## config.mk

```make
export PLATFORM = sky130hd
export DESIGN_NAME = bbc_stack
export DESIGN_NICKNAME = d
export VERILOG_FILES = /design/src/hw/rtl/bbc_pkg.sv /design/src/hw/rtl/bbc_cell.sv /design/src/hw/rtl/bbc_stack.sv
export SDC_FILE = /design/constraint.sdc
export NUM_CORES = 1
export LEC_CHECK = 0
export BUFFER_PORTS_ARGS = -buffer_cell sky130_fd_sc_hd__buf_2
export CORE_ASPECT_RATIO = 1.25
export CORE_UTILIZATION = 66
export CTS_CLUSTER_SIZE = 16
export DETAILED_ROUTE_END_ITERATION = 8
export GPL_TIMING_DRIVEN = 0
export HOLD_SLACK_MARGIN = 0.02
export PLACE_DENSITY_LB_ADDON = 0.12
export SYNTH_ARGS = -nofsm -noshare
export SYNTH_HDL_FRONTEND = slang
export SYNTH_SLANG_ARGS = --single-unit
```

## constraint.sdc

```tcl
create_clock -name clk -period 5.7 [get_ports clk]
set_clock_uncertainty 0.05 [all_clocks]
set_input_delay 1.14 -clock clk [delete_from_list [all_inputs] [get_ports clk]]
set_output_delay 1.14 -clock clk [all_outputs]
set_load 0.03 [all_outputs]
```

## src/hw/rtl/bbc_pkg.sv

```systemverilog
// Types, constants and character functions of the bracket balance checker.
package bbc_pkg;

    localparam int STACK_DEPTH = 32;
    localparam int DEPTH_W     = $clog2(STACK_DEPTH + 1);

    typedef enum logic [2:0] {
        ST_OK        = 3'd0,
        ST_VALID     = 3'd1,
        ST_BADCHAR   = 3'd2,
        ST_OVERFLOW  = 3'd3,
        ST_UNDERFLOW = 3'd4,
        ST_MISMATCH  = 3'd5,
        ST_UNCLOSED  = 3'd6
    } status_t;

    typedef enum logic [1:0] {
        OPEN_SQUARE = 2'd0,
        OPEN_CURLY  = 2'd1,
        OPEN_ANGLE  = 2'd2,
        NO_OPENER   = 2'd3
    } opener_t;

    typedef logic [DEPTH_W-1:0] depth_t;

    typedef struct packed {
        logic [7:0] char_code;
        logic       is_last;
    } char_item_t;

    typedef struct packed {
        status_t    status;
        logic       line_done;
        logic [5:0] nest_depth;
    } result_item_t;

    // Shift commands for the stack cells
    typedef struct packed {
        logic push;
        logic pop;
    } stack_ctl_t;

    function automatic logic char_allowed(logic [7:0] ch);
        logic ok;
        ok = 1'b0;
        if ((ch >= "a" && ch <= "z") || (ch >= "A" && ch <= "Z") ||
            (ch >= "0" && ch <= "9"))
        begin
            ok = 1'b1;
        end
        case (ch)
            "/", "*", "(", ")", ",", "<", ">", "{", "}", "[", "]",
            "~", "_", "-", " ":
            begin
                ok = 1'b1;
            end
            default:
            begin
            end
        endcase
        return ok;
    endfunction

    function automatic opener_t opener_of(logic [7:0] ch);
        opener_t op;
        case (ch)
            "[":     op = OPEN_SQUARE;
            "{":     op = OPEN_CURLY;
            "<":     op = OPEN_ANGLE;
            default: op = NO_OPENER;
        endcase
        return op;
    endfunction

    function automatic opener_t closer_of(logic [7:0] ch);
        opener_t cl;
        case (ch)
            "]":     cl = OPEN_SQUARE;
            "}":     cl = OPEN_CURLY;
            ">":     cl = OPEN_ANGLE;
            default: cl = NO_OPENER;
        endcase
        return cl;
    endfunction

    // Saturate the stack depth into the six-bit display field
    function automatic logic [5:0] nest_of(depth_t d);
        logic [DEPTH_W+5:0] wide;
        wide = (DEPTH_W + 6)'(d);
        if (wide > (DEPTH_W + 6)'(63))
        begin
            return 6'd63;
        end
        return wide[5:0];
    endfunction

endpackage

```

## src/hw/rtl/bbc_cell.sv

```systemverilog
// One stack cell: holds one opener code and shifts with its neighbors.
module bbc_cell (
    input  logic                clk,
    input  bbc_pkg::stack_ctl_t ctl,
    input  bbc_pkg::opener_t    above,
    input  bbc_pkg::opener_t    below,
    output bbc_pkg::opener_t    entry
);

    bbc_pkg::opener_t entry_reg;

    // Shift down on push, up on pop, else hold
    always_ff @(posedge clk)
    begin
        priority if (ctl.push)
        begin
            entry_reg <= above;
        end
        else if (ctl.pop)
        begin
            entry_reg <= below;
        end
        else
        begin
            entry_reg <= entry_reg;
        end
    end

    assign entry = entry_reg;

endmodule

```

## src/hw/rtl/bbc_stack.sv

```systemverilog
// Opener stack built as a chain of shifting cells; cell 0 is the top.
module bbc_stack (
    input  logic                clk,
    input  bbc_pkg::stack_ctl_t ctl,
    input  bbc_pkg::opener_t    push_code,
    output bbc_pkg::opener_t    top
);

    bbc_pkg::opener_t cell_q [bbc_pkg::STACK_DEPTH];

    // Wire each cell to its upper and lower neighbor
    for (genvar i = 0; i < bbc_pkg::STACK_DEPTH; i++)
    begin : g_cell
        bbc_pkg::opener_t above;
        bbc_pkg::opener_t below;

        if (i == 0)
        begin : g_head
            assign above = push_code;
        end
        else
        begin : g_mid_a
            assign above = cell_q[i-1];
        end

        if (i == bbc_pkg::STACK_DEPTH - 1)
        begin : g_tail
            assign below = bbc_pkg::OPEN_SQUARE;
        end
        else
        begin : g_mid_b
            assign below = cell_q[i+1];
        end

        bbc_cell u_cell (
            .clk   (clk),
            .ctl   (ctl),
            .above (above),
            .below (below),
            .entry (cell_q[i])
        );
    end

    assign top = cell_q[0];

endmodule
```

==> metrics.md <==
| Metric | Value |
|---|---|
| Post-DR wirelength/cell | `19.2 um` |
| Max Slew Vio Count | `0` |
| Mapped Cells | `136` |
| Post-Place Cells | `197` |
| #FFs+latches synth | `64` |
| Ys Warns | `0` |
| Die Wd | `61.2 um` |
| GRT Total Usage | `0.207` |
| Worst path bufs/invs | `2` |
| Crit end category | `flip-flop` |
| Detailed Routing Iterations Pass 1 | `4` |
| Final hold slack | `0.507 ns` |
| CTS tree | `done` |
| Inserted Clock Buffers | `9` |
| Row count | `26` |
| Multi-input gate area | `896 um2` |
| HP Class | `flip-flop to flip-flop` |
| Seq/Total Area, Yosys | `0.666` |
| Slowest CP cell | `or2_4` |
| Clock Tree Buf Depth | `2` |
| Status | `completed` |
| ANT cells | `0` |
| Clock slew at reported path FFs | `0.06 ns` |
| Critical path class | `input port to flip-flop` |
| Worst slew pin tran | `0.849 ns` |
| Most used cell, CP | `buf_6` |
| Overflow after GRT | `0` |
| Worst setup SP type | `input port` |
| Global-route wire length before repair | `6.69 mm` |
| PD cells | `390 nW/um2` |
| Final core utilization | `0.772` |
| Vias in the first global route | `1300` |
| Post-layout nets | `157` |
| Area post-placement | `2980 um2` |
| Critical Path AT | `2.19 ns` |
| Critical path cell sequence | `buf_6, buf_6, or2_4` |
| Synth-to-Final Area Change | `10.4%` |
| Top Family by Delay on Critical Path | `simple AND/OR/NAND/NOR gates` |
| Clock sink total | `64` |
| Routed vias/inst | `5.68` |
| Final Hold Vio Count | `0` |
| Critical Path Fanout Max | `64` |
| Initial core utilization | `0.699` |
| Die Y | `76.0 um` |
| Storage cell area | `1920 um2` |
| H-tree depth | `3` |
| Post-route cell area | `3190 um2` |
| Post-CTS sizing | `0` |
| CTS root buf | `clkbuf_8` |
| Syn avg cell area | `21.2 um2` |
| Max VDD drop | `0.255 mV` |
| I/O pin count | `7` |
| Max reg flops | `64` |
| Layout cell share with drive strength beyond 1 | `0.554` |
| # hold bufs at CTS | `0` |
| Unrepaired setup endpoints after global routing | `false` |
| Drt first-iter violations | `107` |
| Max-cap violations | `0` |
| Tcrit/Tclk final | `0.401` |
| Initial antenna violation count | `0` |
| WP data required | `5.60 ns` |
| Setup TNS | `0 ns` |
| Achievable clock frequency | `437 MHz` |
| Core area | `4130 um2` |
| Yosys cell types | `7` |
| Total setup buffers inserted after CTS | `0` |
| Leakage Power | `0.00127 uW` |
| Largest net degree at the start of global routing | `65` |
| GP Congestion | `0.684` |
| Post-route ant nets | `0` |
| Buffers on Ports | `5` |
| Crit path largest cell delay | `0.69 ns` |
| Syn Nets | `141` |
| Relative max-transition margin | `0.434` |
| DRC viols | `0` |
| Area of the mapped netlist | `2890 um2` |
| Post-DP HPWL | `2.44 mm` |
| Post-Route WL | `4.08 mm` |
| Worst skew pair latency | `0.33 ns` |
| Final-layout fill cell count | `248` |
| Cell Count, Final, Fillers Out | `213` |
| Setup violations, final | `0` |
| DIE AREA | `4650 um2` |
| Via count | `1210` |
| Min Tclk post-route | `2.29 ns` |
-- metal layers --
layer,routed length [um],up-vias,track usage
li1,-,567,-
met2,2040,12,0.309
met5,0,-,0
met3,88,11,0.0563
met1,1880,620,0.281
met4,83,0,0.0886
-- power breakdown --
group          total [uW]  leakage [uW]  switching [uW]  internal (uW)
logic                 164      0.000514            50.6            113
registers             678      0.000657            48.9            629
clock network         402      0.000102             157            245
-- final cells by class --
type,instances,share of cell area
Sequential cell,64,0.603
Multi-Input combinational cell,65,0.281
Clock buffer,12,0.0424
Buffer,7,0.0228
Tap cell,56,0.0220
Clock inverter,4,0.0216
Timing Repair Buffer,5,0.00785
-- cell families after synthesis --
group                  share of synthesized area
multiplexers                               0.303
AND/OR/NAND/NOR                          0.00650
buffers and inverters                     0.0251
flip-flops                                 0.666
-- cells in the mapped netlist --
master     n  area share
edfxtp_1  64        0.67
buf_6      6       0.023
or2_2      1      0.0022
buf_2      1      0.0017
and2_1     2      0.0043
mux2_2    15       0.058
mux2_4    47        0.24
-- placed cells by master (no fill, tap or decap) --
cell type / Yosys / final
clkinv_1: 0 / 1
bufinv_16: 0 / 2
mux2_2: 15 / 15
mux2_4: 47 / 47
edfxtp_1: 64 / 64
buf_6: 6 / 6
clkbuf_1: 0 / 3
clkbuf_8: 0 / 9
clkinv_2: 0 / 1
and2_1: 2 / 2
buf_2: 1 / 6
or2_4: 0 / 1
-- final timing paths --
path                              startpoint                          to  slack, ns  depth (start not counted)
setup / recovery                      ctl[1]  g_cell[30].u_cell.entry[0]       3.41                          3
setup reg to reg  g_cell[29].u_cell.entry[1]  g_cell[28].u_cell.entry[1]       4.68                          1
hold / removal    g_cell[31].u_cell.entry[1]  g_cell[30].u_cell.entry[1]       0.51                          1
hold reg to reg   g_cell[31].u_cell.entry[1]  g_cell[30].u_cell.entry[1]       0.51                          1
-- per-stage QoR --
| stage | worst slack [ns] | power [uW] |
|---|---|---|
| global route | 3.33 | 1290 |
| detailed placement | 2.63 | 846 |
| CTS | 3.01 | 1250 |
| finish | 3.41 | 1240 |
| global placement | 2.73 | 834 |
| floorplan | 2.98 | 806 |
Note: power is estimated with default switching activity, not from simulation.
